<file path="src/rtl/status_led_blink_code_sequencer_assert.svh">
// Assertion macros used by the status LED blink-code sequencer core (slbcs_core).
`ifndef STATUS_LED_BLINK_CODE_SEQUENCER_ASSERT_SVH
`define STATUS_LED_BLINK_CODE_SEQUENCER_ASSERT_SVH
`ifndef SYNTH
`define ASSERT_IMPLIES(label, clk, rst_n, ante, cons, msg) \
    label: assert property (@(posedge clk) disable iff (!rst_n) (ante) |-> (cons)) \
        else $error(msg);
`define ASSERT_NEXT(label, clk, rst_n, ante, cons, msg) \
    label: assert property (@(posedge clk) disable iff (!rst_n) (ante) |=> (cons)) \
        else $error(msg);
`else
`define ASSERT_IMPLIES(label, clk, rst_n, ante, cons, msg)
`define ASSERT_NEXT(label, clk, rst_n, ante, cons, msg)
`endif
`endif

</file>
<file path="src/rtl/slbcs_pkg.sv">
// Types, codes, timing constants and lookup tables of the blink-code sequencer.
package slbcs_pkg;

    typedef logic [23:0] t_rgb;
    typedef logic [9:0]  t_ms;
    typedef logic [2:0]  t_stage;
    typedef logic [3:0]  t_code;

    typedef enum logic [1:0] {
        OP_TICK        = 2'd0,
        OP_SET_MODE    = 2'd1,
        OP_SET_ERROR   = 2'd2,
        OP_CLEAR_ERROR = 2'd3
    } t_opcode;

    typedef struct packed {
        t_opcode opcode;
        t_code   mode_code;
        t_code   error_code;
    } t_item;

    localparam t_rgb C_RED     = 24'hFF0000;
    localparam t_rgb C_YELLOW  = 24'hFFFF00;
    localparam t_rgb C_MAGENTA = 24'hFF00FF;
    localparam t_rgb C_ORANGE  = 24'hFF6400;
    localparam t_rgb C_BLUE    = 24'h0000FF;
    localparam t_rgb C_CYAN    = 24'h00FFFF;
    localparam t_rgb C_GREEN   = 24'h00FF00;
    localparam t_rgb C_OFF     = 24'h000000;

    localparam t_ms MS_PULSE_ON  = 10'd200;
    localparam t_ms MS_PULSE_OFF = 10'd150;
    localparam t_ms MS_GAP       = 10'd400;
    localparam t_ms MS_TAIL      = 10'd600;
    localparam t_ms MS_MEM_TAIL  = 10'd1000;
    localparam t_ms MS_SOLID     = 10'd200;
    localparam t_ms MS_HOLD      = 10'd100;
    localparam t_ms MS_BLINK_SLOW = 10'd500;
    localparam t_ms MS_BLINK_FAST = 10'd400;
    localparam t_ms MS_NONE      = 10'd0;

    localparam logic [2:0] PREFIX_PULSES = 3'd3;

    localparam t_stage STG_START    = 3'd0;
    localparam t_stage STG_ON       = 3'd1;
    localparam t_stage STG_OFF      = 3'd2;
    localparam t_stage STG_PFX_ON   = 3'd1;
    localparam t_stage STG_PFX_OFF  = 3'd2;
    localparam t_stage STG_GAP      = 3'd3;
    localparam t_stage STG_CODE_ON  = 3'd4;
    localparam t_stage STG_CODE_OFF = 3'd5;
    localparam t_stage STG_TAIL     = 3'd6;

    localparam t_code MODE_BOOT       = 4'd0;
    localparam t_code MODE_USB_WAIT   = 4'd1;
    localparam t_code MODE_USB_OK     = 4'd2;
    localparam t_code MODE_WIFI_CONN  = 4'd3;
    localparam t_code MODE_HTTP_CHECK = 4'd4;
    localparam t_code MODE_MQTT_CONN  = 4'd5;
    localparam t_code MODE_ONLINE     = 4'd6;
    localparam t_code MODE_BLE_SCAN   = 4'd7;
    localparam t_code MODE_BLE_CONN   = 4'd8;

    localparam t_code ERR_NONE           = 4'd0;
    localparam t_code ERR_HTTP           = 4'd1;
    localparam t_code ERR_MQTT_INIT      = 4'd2;
    localparam t_code ERR_MQTT_TRANSPORT = 4'd3;
    localparam t_code ERR_MQTT_CONNECT   = 4'd4;
    localparam t_code ERR_MQTT_PUBLISH   = 4'd5;
    localparam t_code ERR_WIFI           = 4'd6;
    localparam t_code ERR_BLE_SCAN       = 4'd7;
    localparam t_code ERR_BLE_CONNECT    = 4'd8;
    localparam t_code ERR_BLE_SEND       = 4'd9;
    localparam t_code ERR_NVS_SAVE       = 4'd10;
    localparam t_code ERR_USB_CDC        = 4'd11;
    localparam t_code ERR_MEMORY         = 4'd12;

    function automatic t_rgb mode_colour(input t_code mode);
        t_rgb c;
        unique case (mode) inside
            MODE_BOOT:                       c = C_RED;
            MODE_USB_WAIT, MODE_USB_OK:      c = C_CYAN;
            MODE_WIFI_CONN:                  c = C_ORANGE;
            MODE_HTTP_CHECK:                 c = C_YELLOW;
            MODE_MQTT_CONN, MODE_ONLINE:     c = C_GREEN;
            MODE_BLE_SCAN, MODE_BLE_CONN:    c = C_BLUE;
            default:                         c = C_OFF;
        endcase
        return c;
    endfunction

    function automatic t_ms mode_on(input t_code mode);
        t_ms t;
        unique case (mode) inside
            MODE_BOOT, MODE_USB_OK, MODE_ONLINE, MODE_BLE_CONN: t = MS_SOLID;
            MODE_USB_WAIT, MODE_MQTT_CONN:                      t = MS_BLINK_SLOW;
            MODE_WIFI_CONN, MODE_HTTP_CHECK, MODE_BLE_SCAN:     t = MS_BLINK_FAST;
            default:                                            t = MS_NONE;
        endcase
        return t;
    endfunction

    function automatic t_ms mode_off(input t_code mode);
        t_ms t;
        unique case (mode) inside
            MODE_USB_WAIT, MODE_MQTT_CONN:                  t = MS_BLINK_SLOW;
            MODE_WIFI_CONN, MODE_HTTP_CHECK, MODE_BLE_SCAN: t = MS_BLINK_FAST;
            default:                                        t = MS_NONE;
        endcase
        return t;
    endfunction

    function automatic t_rgb err_colour(input t_code err);
        t_rgb c;
        unique case (err) inside
            ERR_HTTP:                                         c = C_YELLOW;
            ERR_MQTT_INIT, ERR_MQTT_TRANSPORT, ERR_MQTT_CONNECT,
            ERR_MQTT_PUBLISH, ERR_USB_CDC:                    c = C_MAGENTA;
            ERR_WIFI:                                         c = C_ORANGE;
            ERR_BLE_SCAN, ERR_BLE_CONNECT, ERR_BLE_SEND:      c = C_BLUE;
            ERR_NVS_SAVE:                                     c = C_CYAN;
            ERR_MEMORY:                                       c = C_RED;
            default:                                          c = C_OFF;
        endcase
        return c;
    endfunction

    function automatic logic [2:0] err_count(input t_code err);
        logic [2:0] n;
        unique case (err) inside
            ERR_HTTP, ERR_MQTT_INIT, ERR_MQTT_TRANSPORT, ERR_WIFI,
            ERR_BLE_SCAN, ERR_NVS_SAVE, ERR_USB_CDC:          n = 3'd3;
            ERR_MQTT_CONNECT, ERR_BLE_CONNECT:                n = 3'd2;
            ERR_MQTT_PUBLISH, ERR_BLE_SEND:                   n = 3'd1;
            ERR_MEMORY:                                       n = 3'd5;
            default:                                          n = 3'd0;
        endcase
        return n;
    endfunction

    // Length of the segment that the given stage is in.
    function automatic t_ms seg_length(input t_code err, input t_code mode,
                                       input t_stage stage);
        t_ms t;
        if (err != ERR_NONE) begin
            unique case (stage) inside
                STG_PFX_ON, STG_CODE_ON:   t = MS_PULSE_ON;
                STG_PFX_OFF, STG_CODE_OFF: t = MS_PULSE_OFF;
                STG_GAP:                   t = MS_GAP;
                default:                   t = (err == ERR_MEMORY) ? MS_MEM_TAIL : MS_TAIL;
            endcase
        end else if (stage == STG_OFF) begin
            t = mode_off(mode);
        end else begin
            t = (mode_on(mode) != MS_NONE) ? mode_on(mode) : MS_HOLD;
        end
        return t;
    endfunction

    // Colour shown when a new cycle starts.
    function automatic t_rgb start_colour(input t_code err, input t_code mode,
                                          input t_rgb cur);
        t_rgb c;
        if (err != ERR_NONE) begin
            c = C_RED;
        end else if (mode_on(mode) != MS_NONE) begin
            c = mode_colour(mode);
        end else begin
            c = cur;
        end
        return c;
    endfunction

endpackage

</file>
<file path="src/rtl/slbcs_in_if.sv">
// Input channel of the sequencer: valid/ready with one event or tick per transfer.
interface slbcs_in_if;
    logic       valid;
    logic       ready;
    logic [1:0] opcode;
    logic [3:0] mode_code;
    logic [3:0] error_code;

    modport source (output valid, output opcode, output mode_code, output error_code,
                    input ready);
    modport sink   (input valid, input opcode, input mode_code, input error_code,
                    output ready);
endinterface

</file>
<file path="src/rtl/slbcs_out_if.sv">
// Output channel of the sequencer: valid/ready with the LED colour per transfer.
interface slbcs_out_if;
    logic       valid;
    logic       ready;
    logic [7:0] red;
    logic [7:0] green;
    logic [7:0] blue;
    logic       showing_error;

    modport source (output valid, output red, output green, output blue,
                    output showing_error, input ready);
    modport sink   (input valid, input red, input green, input blue,
                    input showing_error, output ready);
endinterface

</file>
<file path="src/rtl/slbcs_in_stage.sv">
// Input register that captures one transfer and holds it until the core takes it.
module slbcs_in_stage
    import slbcs_pkg::*;
(
    input  logic  i_clk,
    input  logic  i_rst_n,
    slbcs_in_if.sink i_in,
    input  logic  i_take,
    output logic  o_valid,
    output t_item o_item
);

    logic  r_valid;
    t_item r_item;

    assign i_in.ready = !r_valid || i_take;
    assign o_valid    = r_valid;
    assign o_item     = r_item;

    always_ff @(posedge i_clk) begin
        if (!i_rst_n) begin
            r_valid <= 1'b0;
        end else if (i_in.ready) begin
            r_valid <= i_in.valid;
        end
        if (i_in.ready && i_in.valid) begin
            r_item.opcode     <= t_opcode'(i_in.opcode);
            r_item.mode_code  <= i_in.mode_code;
            r_item.error_code <= i_in.error_code;
        end
    end

endmodule

</file>
<file path="src/rtl/slbcs_core.sv">
// Pattern state, next-state logic for one item, and the registered colour result.
`include "status_led_blink_code_sequencer_assert.svh"
module slbcs_core
    import slbcs_pkg::*;
(
    input  logic  i_clk,
    input  logic  i_rst_n,
    input  logic  i_valid,
    input  t_item i_item,
    output logic  o_take,
    slbcs_out_if.source o_out
);

    logic       r_out_valid;
    t_rgb       r_out_colour;
    logic       r_out_err;

    t_code      r_req_mode,  n_req_mode;
    t_code      r_req_err,   n_req_err;
    t_code      r_cyc_mode,  n_cyc_mode;
    t_code      r_cyc_err,   n_cyc_err;
    t_stage     r_stage,     n_stage;
    logic [2:0] r_pulse,     n_pulse;
    t_ms        r_ms,        n_ms;
    t_rgb       r_colour,    n_colour;

    logic       w_fire;
    logic       w_show_err;

    assign o_take = !r_out_valid || o_out.ready;
    assign w_fire = o_take && i_valid;

    assign o_out.valid         = r_out_valid;
    assign o_out.red           = r_out_colour[23:16];
    assign o_out.green         = r_out_colour[15:8];
    assign o_out.blue          = r_out_colour[7:0];
    assign o_out.showing_error = r_out_err;

    always_comb begin
        n_req_mode = r_req_mode;
        n_req_err  = r_req_err;
        n_cyc_mode = r_cyc_mode;
        n_cyc_err  = r_cyc_err;
        n_stage    = r_stage;
        n_pulse    = r_pulse;
        n_ms       = r_ms;
        n_colour   = r_colour;
        unique case (i_item.opcode)
            OP_TICK: begin
                if (n_stage == STG_START || n_stage > STG_TAIL) begin
                    n_cyc_err  = r_req_err;
                    n_cyc_mode = r_req_mode;
                    n_pulse    = 3'd0;
                    n_ms       = MS_NONE;
                    n_stage    = STG_ON;
                    n_colour   = start_colour(r_req_err, r_req_mode, n_colour);
                end
                n_ms = n_ms + 10'd1;
                if (n_ms >= seg_length(n_cyc_err, n_cyc_mode, n_stage)) begin
                    n_ms = MS_NONE;
                    if (n_cyc_err != ERR_NONE) begin
                        case (n_stage) inside
                            STG_PFX_ON, STG_CODE_ON: begin
                                n_colour = C_OFF;
                                n_stage  = n_stage + 3'd1;
                            end
                            STG_PFX_OFF: begin
                                n_pulse = n_pulse + 3'd1;
                                if (n_pulse < PREFIX_PULSES) begin
                                    n_colour = C_RED;
                                    n_stage  = STG_PFX_ON;
                                end else begin
                                    n_pulse = 3'd0;
                                    n_stage = STG_GAP;
                                end
                            end
                            STG_GAP: begin
                                if (err_count(n_cyc_err) != 3'd0) begin
                                    n_colour = err_colour(n_cyc_err);
                                    n_stage  = STG_CODE_ON;
                                end else begin
                                    n_stage = STG_TAIL;
                                end
                            end
                            STG_CODE_OFF: begin
                                n_pulse = n_pulse + 3'd1;
                                if (n_pulse < err_count(n_cyc_err)) begin
                                    n_colour = err_colour(n_cyc_err);
                                    n_stage  = STG_CODE_ON;
                                end else begin
                                    n_stage = STG_TAIL;
                                end
                            end
                            default: begin
                                n_cyc_err  = r_req_err;
                                n_cyc_mode = r_req_mode;
                                n_pulse    = 3'd0;
                                n_stage    = STG_ON;
                                n_colour   = start_colour(r_req_err, r_req_mode, n_colour);
                            end
                        endcase
                    end else if (n_stage == STG_ON && mode_on(n_cyc_mode) != MS_NONE
                                 && mode_off(n_cyc_mode) != MS_NONE) begin
                        n_colour = C_OFF;
                        n_stage  = STG_OFF;
                    end else begin
                        n_cyc_err  = r_req_err;
                        n_cyc_mode = r_req_mode;
                        n_pulse    = 3'd0;
                        n_stage    = STG_ON;
                        n_colour   = start_colour(r_req_err, r_req_mode, n_colour);
                    end
                end
            end
            OP_SET_MODE: begin
                n_req_mode = i_item.mode_code;
                n_req_err  = ERR_NONE;
            end
            OP_SET_ERROR: begin
                n_req_err = i_item.error_code;
            end
            OP_CLEAR_ERROR: begin
                n_req_err = ERR_NONE;
            end
            default: begin
                n_req_err = r_req_err;
            end
        endcase
    end

    assign w_show_err = (n_stage >= STG_ON) && (n_stage <= STG_TAIL) && (n_cyc_err != ERR_NONE);

    always_ff @(posedge i_clk) begin
        if (!i_rst_n) begin
            r_out_valid <= 1'b0;
            r_req_mode  <= MODE_BOOT;
            r_req_err   <= ERR_NONE;
            r_cyc_mode  <= MODE_BOOT;
            r_cyc_err   <= ERR_NONE;
            r_stage     <= STG_START;
            r_pulse     <= 3'd0;
            r_ms        <= MS_NONE;
            r_colour    <= C_OFF;
        end else begin
            if (o_take) begin
                r_out_valid <= i_valid;
            end
            if (w_fire) begin
                r_req_mode <= n_req_mode;
                r_req_err  <= n_req_err;
                r_cyc_mode <= n_cyc_mode;
                r_cyc_err  <= n_cyc_err;
                r_stage    <= n_stage;
                r_pulse    <= n_pulse;
                r_ms       <= n_ms;
                r_colour   <= n_colour;
            end
        end
        if (w_fire) begin
            r_out_colour <= n_colour;
            r_out_err    <= w_show_err;
        end
    end

    `ASSERT_IMPLIES(a_stage_legal, i_clk, i_rst_n, 1'b1, r_stage <= STG_TAIL, "Stage code out of range.")
    `ASSERT_IMPLIES(a_ms_bound, i_clk, i_rst_n, 1'b1, r_ms < MS_MEM_TAIL, "Millisecond count ran past the longest segment.")
    `ASSERT_IMPLIES(a_prefix_count, i_clk, i_rst_n, (r_cyc_err != ERR_NONE) && (r_stage == STG_PFX_OFF), r_pulse < PREFIX_PULSES, "Prefix pulse count too high.")
    `ASSERT_IMPLIES(a_dark_gap, i_clk, i_rst_n, (r_cyc_err != ERR_NONE) && (r_stage == STG_GAP || r_stage == STG_TAIL), r_colour == C_OFF, "LED lit during an error gap.")
    `ASSERT_NEXT(a_idle_hold, i_clk, i_rst_n, !w_fire, $stable(r_stage) && $stable(r_ms), "Pattern state moved without a transfer.")

endmodule

</file>
<file path="src/rtl/status_led_blink_code_sequencer.sv">
// Status LED blink-code sequencer: ticks and events in, LED colour out.
// The input stage registers each transfer; the core takes it and loads one result per item
// into the result register when that register is empty or being read; it holds until taken.
// Throughput: one transfer per cycle on both channels while the output is not stalled.
// Reset (i_rst_n low, synchronous) clears the pattern state: LED dark, no cycle running,
// mode boot, no error; the first tick after reset starts the first cycle.
module status_led_blink_code_sequencer
    import slbcs_pkg::*;
(
    input  logic i_clk,
    input  logic i_rst_n,
    slbcs_in_if.sink    i_in,
    slbcs_out_if.source o_out
);

    logic  w_valid;
    logic  w_take;
    t_item w_item;

    slbcs_in_stage u_in_stage (
        .i_clk   (i_clk),
        .i_rst_n (i_rst_n),
        .i_in    (i_in),
        .i_take  (w_take),
        .o_valid (w_valid),
        .o_item  (w_item)
    );

    slbcs_core u_core (
        .i_clk   (i_clk),
        .i_rst_n (i_rst_n),
        .i_valid (w_valid),
        .i_item  (w_item),
        .o_take  (w_take),
        .o_out   (o_out)
    );

endmodule

</file>
<file path="src/flat_wrapper.sv">
// flat-port wrapper written by rule: the top's interface ports become plain ports
module status_led_blink_code_sequencer_flat import slbcs_pkg::*;
  (i_clk, i_rst_n, i_in_valid, i_in_opcode, i_in_mode_code, i_in_error_code, i_in_ready, o_out_valid, o_out_red, o_out_green, o_out_blue, o_out_showing_error, o_out_ready);
  slbcs_in_if i_in_i ();
  slbcs_out_if o_out_i ();
  input  logic i_clk;
  input  logic i_rst_n;
  input wire logic [$bits(i_in_i.valid)-1:0] i_in_valid;
  input wire logic [$bits(i_in_i.opcode)-1:0] i_in_opcode;
  input wire logic [$bits(i_in_i.mode_code)-1:0] i_in_mode_code;
  input wire logic [$bits(i_in_i.error_code)-1:0] i_in_error_code;
  output wire logic [$bits(i_in_i.ready)-1:0] i_in_ready;
  output wire logic [$bits(o_out_i.valid)-1:0] o_out_valid;
  output wire logic [$bits(o_out_i.red)-1:0] o_out_red;
  output wire logic [$bits(o_out_i.green)-1:0] o_out_green;
  output wire logic [$bits(o_out_i.blue)-1:0] o_out_blue;
  output wire logic [$bits(o_out_i.showing_error)-1:0] o_out_showing_error;
  input wire logic [$bits(o_out_i.ready)-1:0] o_out_ready;
  assign i_in_i.valid = i_in_valid;
  assign i_in_i.opcode = i_in_opcode;
  assign i_in_i.mode_code = i_in_mode_code;
  assign i_in_i.error_code = i_in_error_code;
  assign i_in_ready = i_in_i.ready;
  assign o_out_valid = o_out_i.valid;
  assign o_out_red = o_out_i.red;
  assign o_out_green = o_out_i.green;
  assign o_out_blue = o_out_i.blue;
  assign o_out_showing_error = o_out_i.showing_error;
  assign o_out_i.ready = o_out_ready;
  status_led_blink_code_sequencer u_core (.i_clk(i_clk), .i_rst_n(i_rst_n), .i_in(i_in_i), .o_out(o_out_i));
endmodule
</file>
<file path="config.mk">
export PLATFORM = sky130hd
export DESIGN_NAME = status_led_blink_code_sequencer_flat
export DESIGN_NICKNAME = d
export VERILOG_FILES = /design/src/rtl/slbcs_pkg.sv /design/src/rtl/slbcs_in_if.sv /design/src/rtl/slbcs_out_if.sv /design/src/rtl/slbcs_in_stage.sv /design/src/rtl/slbcs_core.sv /design/src/rtl/status_led_blink_code_sequencer.sv /design/src/flat_wrapper.sv
export VERILOG_INCLUDE_DIRS = /design/src /design/src/rtl
export SDC_FILE = /design/constraint.sdc
export NUM_CORES = 1
export LEC_CHECK = 0
export BUFFER_PORTS_ARGS = -buffer_cell sky130_fd_sc_hd__buf_2
export CAP_MARGIN = 20
export CORE_AREA = 2 2 133 135
export CTS_CLUSTER_DIAMETER = 60
export CTS_CLUSTER_SIZE = 12
export DETAILED_ROUTE_END_ITERATION = 6
export DIE_AREA = 0 0 135 137
export PLACE_DENSITY = 0.64
export SLEW_MARGIN = 20
export SYNTH_ARGS = -nofsm -noshare
export SYNTH_HDL_FRONTEND = slang
export SYNTH_SLANG_ARGS = --single-unit
</file>
<file path="constraint.sdc">
create_clock -name i_clk -period 9.1 [get_ports i_clk]
set_input_delay 0.91 -clock i_clk [delete_from_list [all_inputs] [get_ports i_clk]]
set_output_delay 0.91 -clock i_clk [all_outputs]
set_load 0.005 [all_outputs]
</file>
Word level (Yosys, flattened, before mapping)
Cells that the tools add are included.
{"block": "totals", "inputBits": 14, "reg_bits": 93, "out_inout_bits": 27, "elab_cells": 218}
{"block": "classes", "n_addsub": 3, "n_mux": 112, "magnitude_cmp": 6, "n_reduce_logical": 46, "eq_ne": 36}
{"cell": "24-bit two-way mux", "count": 18}
{"cell": "10-bit two-way mux", "count": 30}
{"cell": "24-bit one-hot mux with 6 select lines", "count": 2}
{"cell": "3-bit two-way mux", "count": 32}
{"cell": "4-bit two-way mux", "count": 19}
{"cell": "10-bit nonzero test", "count": 6}
{"cell": "9-bit one-hot mux with 3 select lines", "count": 2}
{"cell": "4-bit by 3-bit == test with 1-bit output (second input constant)", "count": 12}
{"cell": "10-bit one-hot mux with 3 select lines", "count": 1}
{"cell": "4-bit == test (second input constant)", "count": 7}
{"cell": "4-bit by 2-bit == test with 1-bit output (second input constant)", "count": 6}
{"cell": "2-bit OR reduction", "count": 10}
{"cell": "9-bit one-hot mux with 2 select lines", "count": 1}
{"cell": "4-bit by 1-bit == test with 1-bit output (second input constant)", "count": 3}
{"cell": "3-bit one-hot mux with 4 select lines", "count": 1}
{"cell": "4-bit nonzero test", "count": 3}
{"cell": "10-bit by 1-bit adder with 10-bit output (second input constant)", "count": 1}
{"cell": "10-bit greater-or-equal comparator", "count": 1}
{"cell": "9-bit two-way mux", "count": 1}
{"cell": "3-bit OR reduction", "count": 3}
{"cell": "4-bit logical NOT", "count": 2}
{"cell": "2-bit two-way mux", "count": 4}
{"cell": "4-bit one-hot mux with 2 select lines", "count": 1}
{"cell": "4-bit OR reduction", "count": 2}
{"cell": "other kinds (21)", "count": 35}

Longest topological paths before layout
Gate-level depths: netlist (run 1).
{"block": "depth", "depth_word": 32, "mapped_depth": 24, "ltp_nobuf": 20}

By module
From an unflattened synthesis (run 1), not the netlist that was laid out.
{"block": "unflattened", "hier_cells": 835, "hier_area_um2": 6657.6}
{"mod": "slbcs_core", "instances": 1, "area_each_um2": 6299.8, "cells_per_inst": 820, "seq_area_each_um2": 1891.8}
{"mod": "slbcs_in_stage", "instances": 1, "area_each_um2": 357.8, "cells_per_inst": 15, "seq_area_each_um2": 320.3}

Worst setup path before layout (run 1)
Ideal clock, no wire load.
{"block": "synth_path", "path_kind": "reg-to-reg", "start": "reg u_core.u_core.r_stage[2]", "end": "reg u_core.u_core.r_out_err, in the netlist u_core.u_core.o_out.showing_error (data pin)", "synth_period_minus_slack_ns": 4.920, "setup_slack_ns": 4.180, "t_required_ns": 8.833, "setup_time_ns": 0.267, "path_buffers": 4, "path_stages_with_launch": 24, "t_arrival_ns": 4.653, "cell_sequence": "dfxtp_1 -> buf_2 -> clkbuf_1 -> clkbuf_1 -> nand2_1 -> ha_1 -> inv_1 -> a21oi_1 -> a21oi_1 -> o21ai_0 -> nor2_1 -> a21oi_1 -> nor2b_1 -> ha_1 -> a21o_1 -> a21o_1 -> a21o_1 -> a21oi_1 -> nand2_1 -> clkbuf_1 -> o21ai_1 -> mux2_2 -> a221oi_1 -> a211oi_1"}
{"block": "synth_via", "elab_chain_len": 26, "elab_cells_between_ends": 115, "classes_between": "add/sub: 3; order compare: 6; eq/ne: 25; mux: 60; reduce/logical: 21"}
{"item": "start: declaration", "line": "slbcs_core.sv:22", "source": "t_stage r_stage, n_stage;"}
{"item": "start signal: assignment", "line": "slbcs_core.sv:153", "source": "r_stage <= n_stage;"}
{"item": "3-bit > comparator or 3-bit logical NOT (tied branches)", "line": "slbcs_core.sv:50", "source": "if (n_stage == STG_START || n_stage > STG_TAIL) begin"}
{"item": "1-bit logical OR", "line": "slbcs_core.sv:50"}
{"item": "4-bit two-way mux", "line": "slbcs_core.sv:50"}
{"item": "4-bit two-way mux", "line": "slbcs_core.sv:48", "source": "unique case (i_item.opcode)"}
{"item": "4-bit by 1-bit == test with 1-bit output, or another cell as far along", "line": "slbcs_core.sv:78, slbcs_core.sv:87"}
{"item": "7-bit OR reduction or 2-bit OR reduction (tied branches)", "line": "slbcs_pkg.sv:130", "source": "unique case (err) inside"}
{"item": "3-bit one-hot mux with 4 select lines", "line": "slbcs_pkg.sv:130"}
{"item": "3-bit two-way mux (4 in series)", "line": "slbcs_core.sv:62", "source": "case (n_stage) inside"}
{"item": "[5 not listed]"}
{"item": "3-bit two-way mux (4 in series)", "line": "slbcs_core.sv:62"}
{"item": "3-bit two-way mux", "line": "slbcs_core.sv:61", "source": "if (n_cyc_err != ERR_NONE) begin"}
{"item": "3-bit two-way mux", "line": "slbcs_core.sv:59", "source": "if (n_ms >= seg_length(n_cyc_err, n_cyc_mode, n_stage)) begin"}
{"item": "3-bit two-way mux", "line": "slbcs_core.sv:48"}
{"item": "3-bit by 1-bit greater-or-equal comparator with 1-bit output or 3-bit <= comparator (tied branches)", "line": "slbcs_core.sv:131", "source": "assign w_show_err = (n_stage >= STG_ON) && (n_stage <= STG_TAIL) && (n_cyc_err != ERR_NONE);"}
{"item": "1-bit logical AND", "line": "slbcs_core.sv:131"}
{"item": "1-bit logical AND (*)", "line": "slbcs_core.sv:131"}
{"item": "named net u_core.u_core.w_show_err", "line": "slbcs_core.sv:28", "source": "logic w_show_err;"}
{"item": "end signal: assignment", "line": "slbcs_core.sv:161", "source": "r_out_err <= w_show_err;"}
{"item": "end: declaration", "line": "slbcs_core.sv:16", "source": "logic r_out_err;"}
Mark *: on every way through the listed nets, which the timed path passes. The rest lies on a longest branch. The select of a mux whose other input is x is not followed.
A chain may end at the register's enable or synchronous reset.

Worst setup path after layout (run 1)
{"block": "layout_path", "start": "reg u_core.u_core.r_stage[2]", "end": "reg u_core.u_core.r_out_colour[21] (data pin)"}
{"block": "layout_via", "elab_chain_len": 23, "elab_cells_between_ends": 109, "classes_between": "add/sub: 2; order compare: 4; eq/ne: 25; mux: 58; reduce/logical: 20"}
{"item": "3-bit > comparator or 3-bit logical NOT (tied branches)", "line": "slbcs_core.sv:50"}
{"item": "1-bit logical OR", "line": "slbcs_core.sv:50"}
{"item": "4-bit two-way mux", "line": "slbcs_core.sv:50"}
{"item": "4-bit two-way mux", "line": "slbcs_core.sv:48"}
{"item": "4-bit by 1-bit == test with 1-bit output, or another cell as far along"}
{"item": "7-bit OR reduction or 2-bit OR reduction (tied branches)", "line": "slbcs_pkg.sv:130"}
{"item": "3-bit one-hot mux with 4 select lines", "line": "slbcs_pkg.sv:130"}
{"item": "3-bit two-way mux (4 in series)", "line": "slbcs_core.sv:62"}
{"item": "[2 not listed]"}
{"item": "3-bit two-way mux", "line": "slbcs_core.sv:48"}
{"item": "3-bit less-than comparator", "line": "slbcs_core.sv:87", "source": "if (n_pulse < err_count(n_cyc_err)) begin"}
{"item": "24-bit two-way mux", "line": "slbcs_core.sv:87"}
{"item": "24-bit two-way mux (4 in series)", "line": "slbcs_core.sv:62"}
{"item": "24-bit two-way mux", "line": "slbcs_core.sv:61"}
{"item": "24-bit two-way mux (*)", "line": "slbcs_core.sv:59"}
{"item": "24-bit two-way mux (*)", "line": "slbcs_core.sv:48"}
{"item": "named net u_core.u_core.n_colour[21]", "line": "slbcs_core.sv:25", "source": "t_rgb r_colour, n_colour;"}
{"item": "end signal: assignment", "line": "slbcs_core.sv:160", "source": "r_out_colour <= n_colour;"}
{"item": "end: declaration", "line": "slbcs_core.sv:15", "source": "t_rgb r_out_colour;"}
Marks and branches as above.

==> metrics, run 1 <==
status finished clean; detail-routed via count per cell 6.16; synthesis-stage register bit count 93; first drt pass iteration count 6; Net Sw Frac 28.1%; htree depth 3; number of global-route vias before repair 5974; drt total wl 20.1 mm; Area Growth Syn to Fin 9.35%; synthesized area 6690 um2; postcts setup bufs 0; Max FO, Critical Path 34; Adder-Cell Fraction of Synth Area 2.62%; synth unique cells 75; Top Ports 41; largest net degree at the start of global routing 42; Synth Area in Simple Gates 22.4%; number of DRC markers in iteration 0 884; power share of the sequential group 45.9%; Crit Path Category reg2reg; minimum clock period 6490 ps; Post-synth EDFFs 35; final hold viol count 0; Antenna Nets Post-Route 0; area of the multi-input gates 4150 um2; post-synthesis instance total 873; # DRC 0; root buffer cell clkbuf_16; share of cells above drive strength 1 10.9%; synthesized net count 901; clock-pin slew on the worst setup and hold paths 60 ps; hold path depth 2; GP Congestion 0.958; Arr. time, crit path 6710 ps; worst rel slew slack 24.0%; Int Pwr 0.710 mW; Reg area 2210 um2; chip width 135 um; setup_tns 0 ps; CTS Buf Count 9; syn_area_per_cell 7.67 um2; Post-synth ARST share 0%; CTS tree built; CP Capture Type register; Post-CTS Resized 0; post-synthesis sequential area ratio 33.0%; Layout fillers 1755; DIE AREA 18500 um2; Design Power 0.988 mW; clk sink count 93; initial antenna violation count 0; xor/xnor cell area share of the yosys netlist 1.44%; Die Ht 137 um; RSZ-0062 raised after global routing false; Buffers on Ports 40; Main synth FF type dfxtp_1; Starting Density 39.2%; Nets 903; total gr overflow 0; DR vias 6812; compound-cell area share of the yosys netlist 32.9%; post-synthesis mux area share 2.56%; # diodes 0; Final period util 71.3%; total core area 17100 um2; row cnt 48; # setup viols final 0; Comb pwr share 15.6%; Syn. warnings 0; reg2reg path depth 16; crit path launch type register; final count of pins violating max slew 0; global-route wire length before repair 32.1 mm; Post-CTS Hold Fix Bufs 0; Avg WL per Cell 18.2 um; clk_lat worst skew 360 ps; Psw 0.277 mW; post-DP HPWL 13.9 mm; Setup Skew 12.5 ps; Clock Tree Buf Depth 2; f_max 154 MHz; Crit path required time 9330 ps; Hold Path Class reg2reg; VDD IR max 0.144 mV; Max Cap Viol 0; Total GRT Usage 21.8%; Slew @ Worst Pin 1130 ps; share of total power in the clock network 38.6%; P_leak 2.70 nW; power density cells 135 nW/um2; largest family of logic cells by synthesized area compound AO/OA/AOI/OAI gates
final timing paths:
path                                     from                             end  slack, ps
setup reg to reg     u_core.u_core.r_stage[2]  u_core.u_core.r_out_colour[21]       2610
setup / recovery     u_core.u_core.r_stage[2]  u_core.u_core.r_out_colour[21]       2610
hold reg to reg   u_core.u_in_stage.o_item[5]     u_core.u_core.r_req_mode[1]        480
hold / removal    u_core.u_in_stage.o_item[5]     u_core.u_core.r_req_mode[1]        480
state kept, by name, summed over array words and instances, names as in the netlist, 3 cells and up:
register                    flops
u_core.u_in_stage.o_item       10
u_core.u_core.r_req_mode        4
u_core.u_core.r_req_err         4
u_core.u_core.r_out_colour     24
u_core.u_core.r_cyc_mode        4
u_core.u_core.r_cyc_err         4
u_core.u_core.r_pulse           3
u_core.u_core.r_stage           3
u_core.u_core.r_colour         24
u_core.u_core.r_ms             10
worst max-delay path, stage by stage, from the launching register on:
cell and delay, ps:
dfxtp_1 1000, nor2_1 270, o32a_2 490, a211oi_4 380, nand2_1 370, nor3_1 510
nor2b_1 100, ha_1 300, a21o_1 190, a21o_1 170, a21o_1 180, a21oi_1 440
nand2_1 550, nand2_1 510, a21oi_1 190, a211oi_1 480, o22a_1 200
through the flow:
| step | hold slack, ps | utilization (%) | std cells | cell area (um2) | worst slack (ps) |
|---|---|---|---|---|---|
| CTS | 480 | 42.9 | 1105 | 7320 | 2750 |
| global placement | 457 | 41.2 | 1089 | 7020 | 2940 |
| global route | 511 | 42.9 | 1105 | 7320 | 2040 |
| floorplan | 444 | - | 873 | 6690 | 4180 |
| finish | 483 | 42.9 | 1105 | 7320 | 2610 |
| detailed placement | 468 | 41.2 | 1089 | 7020 | 2760 |
final cells by class:
class | instances | share of cell area, %
flip-flops and latches | 93 | 30.2
repair buffers | 53 | 4.07
inverters | 22 | 1.13
clock inverters | 7 | 0.991
well taps | 225 | 3.85
clock buffers | 9 | 3.08
multi-input cells | 696 | 56.7
power groups by stage:
stage | registers (mW) | clock network [mW] | logic [mW]
2_1_floorplan | 0.459 | 0 | 0.110
3_3_place_gp | 0.462 | 0 | 0.150
3_5_place_dp | 0.462 | 0 | 0.150
4_1_cts | 0.453 | 0.391 | 0.151
5_1_grt | 0.454 | 0.407 | 0.169
6_report | 0.453 | 0.381 | 0.154
logic make-up after synthesis:
kind of cell             Yosys count
AO/OA/AOI/OAI                    332
XOR/XNOR                          11
adder cells (fa/ha/maj)           14
buffers and inverters             84
flip-flops                        93
multiplexers                      17
AND/OR/NAND/NOR                  322
per-layer routing:
metal	routed length, um	global-route usage [%]
met1	9110	30.5
met2	8890	33.2
met3	1590	3.74
met4	526	9.20
met5	0	0
Yosys cell counts, drive strengths merged (8+ instances only):
master / count / area [um2]
o31ai: 28 / 210
mux2i: 16 / 160
buf: 10 / 61.3
nand2: 102 / 383
nor3: 30 / 160
a211oi: 11 / 95.1
nand3b: 8 / 60.1
inv: 22 / 82.6
edfxtp: 35 / 1050
or2: 9 / 56.3
o211ai: 9 / 67.6
clkbuf: 52 / 195
a21o: 14 / 105
a21oi: 97 / 489
xor2: 9 / 78.8
a31oi: 9 / 62.6
a221oi: 8 / 70.1
o21ai: 75 / 379
o21a: 13 / 97.6
or3: 8 / 50.1
nand3: 43 / 215
o22ai: 10 / 62.6
dfxtp: 58 / 1160
nor2: 83 / 312
ha: 14 / 175
a2bb2oi: 11 / 96.3
cell usage in the layout (no fill, tap or decap), types with 9 or more instances in the layout:
| cell | synthesis | final |
|---|---|---|
| inv_1 | 20 | 20 |
| a211oi_1 | 10 | 10 |
| o21ai_0 | 71 | 70 |
| nand2_1 | 102 | 102 |
| a21o_1 | 14 | 14 |
| xor2_1 | 9 | 9 |
| buf_4 | 1 | 13 |
| a21oi_1 | 96 | 96 |
| nand3_1 | 43 | 43 |
| o22ai_1 | 10 | 10 |
| nor3_1 | 28 | 28 |
| ha_1 | 14 | 14 |
| edfxtp_1 | 35 | 35 |
| o211ai_1 | 9 | 9 |
| mux2i_1 | 16 | 16 |
| o21a_1 | 13 | 13 |
| o31ai_1 | 28 | 28 |
| buf_2 | 4 | 40 |
| or2_2 | 9 | 9 |
| dfxtp_1 | 58 | 58 |
| a2bb2oi_1 | 11 | 11 |
| nor2_1 | 83 | 81 |
| clkbuf_16 | 0 | 9 |
No activity file was read; power rests on OpenSTA's default activity.
==> inputs of run 2 (changes only) <==
clock period = 6.8 ns   (was 9.1 ns; I/O delays follow)
==> run 2 against run 1 <==
Via count rose by 0.44%. Hold slack lost 4.7 ps. Register-to-register slack worse by 2000 ps. Routed wire length up 2.3%. Clock skew shrank 6.9 ps. Sequential share of layout area fell by 0.28 points. Clock power increased by 41%. Sequential cell count did not move.
==> metrics, run 2 (synthesized netlist as in run 1, its figures left out) <==
status finished clean; post-DP HPWL 14.3 mm (+2.8%); top flop regs u_core.u_core.r_colour (24), u_core.u_core.r_out_colour (24); number of DRC markers in iteration 0 882 (-0.23%); Post-CTS Hold Fix Bufs 0 (unchanged); commonest cells after routing, fill and taps aside 102 x nand2_1, 96 x a21oi_1, 81 x nor2_1; GP Congestion 0.963 (+0.53%); clk_lat worst skew 360 ps (about the same); Hold Crit Start u_core.u_core.r_ms[9]; Slew @ Worst Pin 894 ps (-235 ps); Clock Tree Buf Depth 2 (unchanged); clock-pin slew on the worst setup and hold paths 70 ps (about the same); Max Cap Viol 0 (unchanged); drt total wl 20.6 mm (+2.3%); Setup Skew 5.57 ps (-6.91 ps); number of global-route vias before repair 6137 (+2.7%); Max FO, Critical Path 28 (-18%); Final period util 90.5% (+19 points); CP Launch Point u_core.u_core.r_stage[1]; Crit Path Category reg2reg; # DRC 0 (unchanged); Area Growth Syn to Fin 10.4%; VDD IR max 0.167 mV (+16%); root buffer cell clkbuf_16; Worst R2R Start u_core.u_core.r_stage[1]; f_max 162 MHz (+5.3%); routing usage on met1 31.3% (+0.78 points); crit path launch type register; total core area 17100 um2 (unchanged); DR vias 6842 (+0.44%); Core Util, Final 43.3% (+0.40 points); Antenna Nets Post-Route 0 (unchanged); Die Ht 137 um (unchanged); Total GRT Usage 22.5% (+0.71 points); RSZ-0062 raised after global routing false; CTS Buf Count 9 (unchanged); total gr overflow 0 (unchanged); met2 Track Usage GR 34.5% (+1.2 points); Top Ports 41 (unchanged); worst rel slew slack 40.3% (+16 points); # diodes 0 (unchanged); Hold Path Class reg2reg; Starting Density 39.2% (unchanged); final count of pins violating max slew 0 (unchanged); Buffers on Ports 40 (unchanged); initial antenna violation count 0 (unchanged); critical path's largest stage delay 910 ps (-90 ps); postcts setup bufs 0 (unchanged); GR Util met3 4.67% (+0.93 points); Post-CTS Resized 0 (unchanged); final hold viol count 0 (unchanged); most common cell after layout, fill and taps aside nand2_1; P_leak 2.74 nW (+1.4%); largest net degree at the start of global routing 42 (unchanged); grt peak-use layer met2; power density cells 183 nW/um2 (+36%); CTS tree built; first drt pass iteration count 6 (unchanged); Avg WL per Cell 18.5 um (+1.8%); global-route wire length before repair 32.9 mm (+2.3%); htree depth 3 (unchanged); DIE AREA 18500 um2 (unchanged); # setup viols final 0 (unchanged); most used cell along the critical path a21o_1; share of cells above drive strength 1 11.4% (+0.49 points); chip width 135 um (unchanged); clk sink count 93 (unchanged); row cnt 48 (unchanged); CP Capture Type register; Crit path required time 6900 ps (-2430 ps); Arr. time, crit path 6260 ps (-450 ps); setup_tns 0 ps (unchanged); minimum clock period 6160 ps (-328 ps); Nets 909 (+0.66%); Worst path slowest cell dfxtp_1; detail-routed via count per cell 6.16 (-0.10%); worst-path cell chain nor2_1, o32a_1, a2bb2oi_1, nand2_1, nor3_1, nor2b_1, ha_1, a21o_1, a21o_1, a21o_1, a21oi_1, nand2_1, o21ai_1, mux2_2, a221oi_1, a211oi_1
run 2: worst max-delay path: cells and delay by family, from the launching register on:
| kind | cells | cell delay [ps] |
|---|---|---|
| flip-flops | 1 | 910 |
| multiplexers | 1 | 410 |
| adder cells (fa/ha/maj) | 1 | 290 |
| AND/OR/NAND/NOR | 5 | 1590 |
| AO/OA/AOI/OAI | 9 | 2730 |
run 2: area by class of cell:
class	count	area (um2)
Clock buffer	9	225
Clock inverter	7	88.8
Fill cell	1720	9670
Inverter	22	82.6
Multi-Input combinational cell	696	4150
Sequential cell	93	2210
Tap cell	225	282
Timing Repair Buffer	59	343
run 2: path summary, 6_finish.rpt:
path	to	slack, ps	cells past startpoint
worst max-delay path	u_core.u_core.o_out.showing_error	640	16
worst min register to register	u_core.u_core.r_ms[9]	480	2
worst min-delay path	u_core.u_core.r_ms[9]	480	2
worst max register to register	u_core.u_core.o_out.showing_error	640	16
run 2: through the flow:
stage | setup slack, ps | instance area (um2) | hold slack [ps] | cells | power (mW)
finish | 643 | 7390 | 478 | 1111 | 1.35
global route | 225 | 7390 | 491 | 1111 | 1.41
CTS | 802 | 7380 | 476 | 1111 | 1.36
detailed placement | 808 | 7070 | 465 | 1095 | 0.821
global placement | 1050 | 7070 | 454 | 1095 | 0.821
floorplan | 1880 | 6690 | 444 | 873 | 0.762
run 2: metal layers:
layer / vias up / share of wire, %
met3: 49 / 8.9
met4: 0 / 2.6
met1: 3156 / 45
met5: - / 0
met2: 354 / 44
li1: 3283 / -
run 2: power by group:
group	switching (mW)	total (mW)	internal (mW)
combinational	0.136	0.207	0.0710
sequential	0.0113	0.606	0.595
clock	0.219	0.539	0.320
total	0.366	1.35	0.986
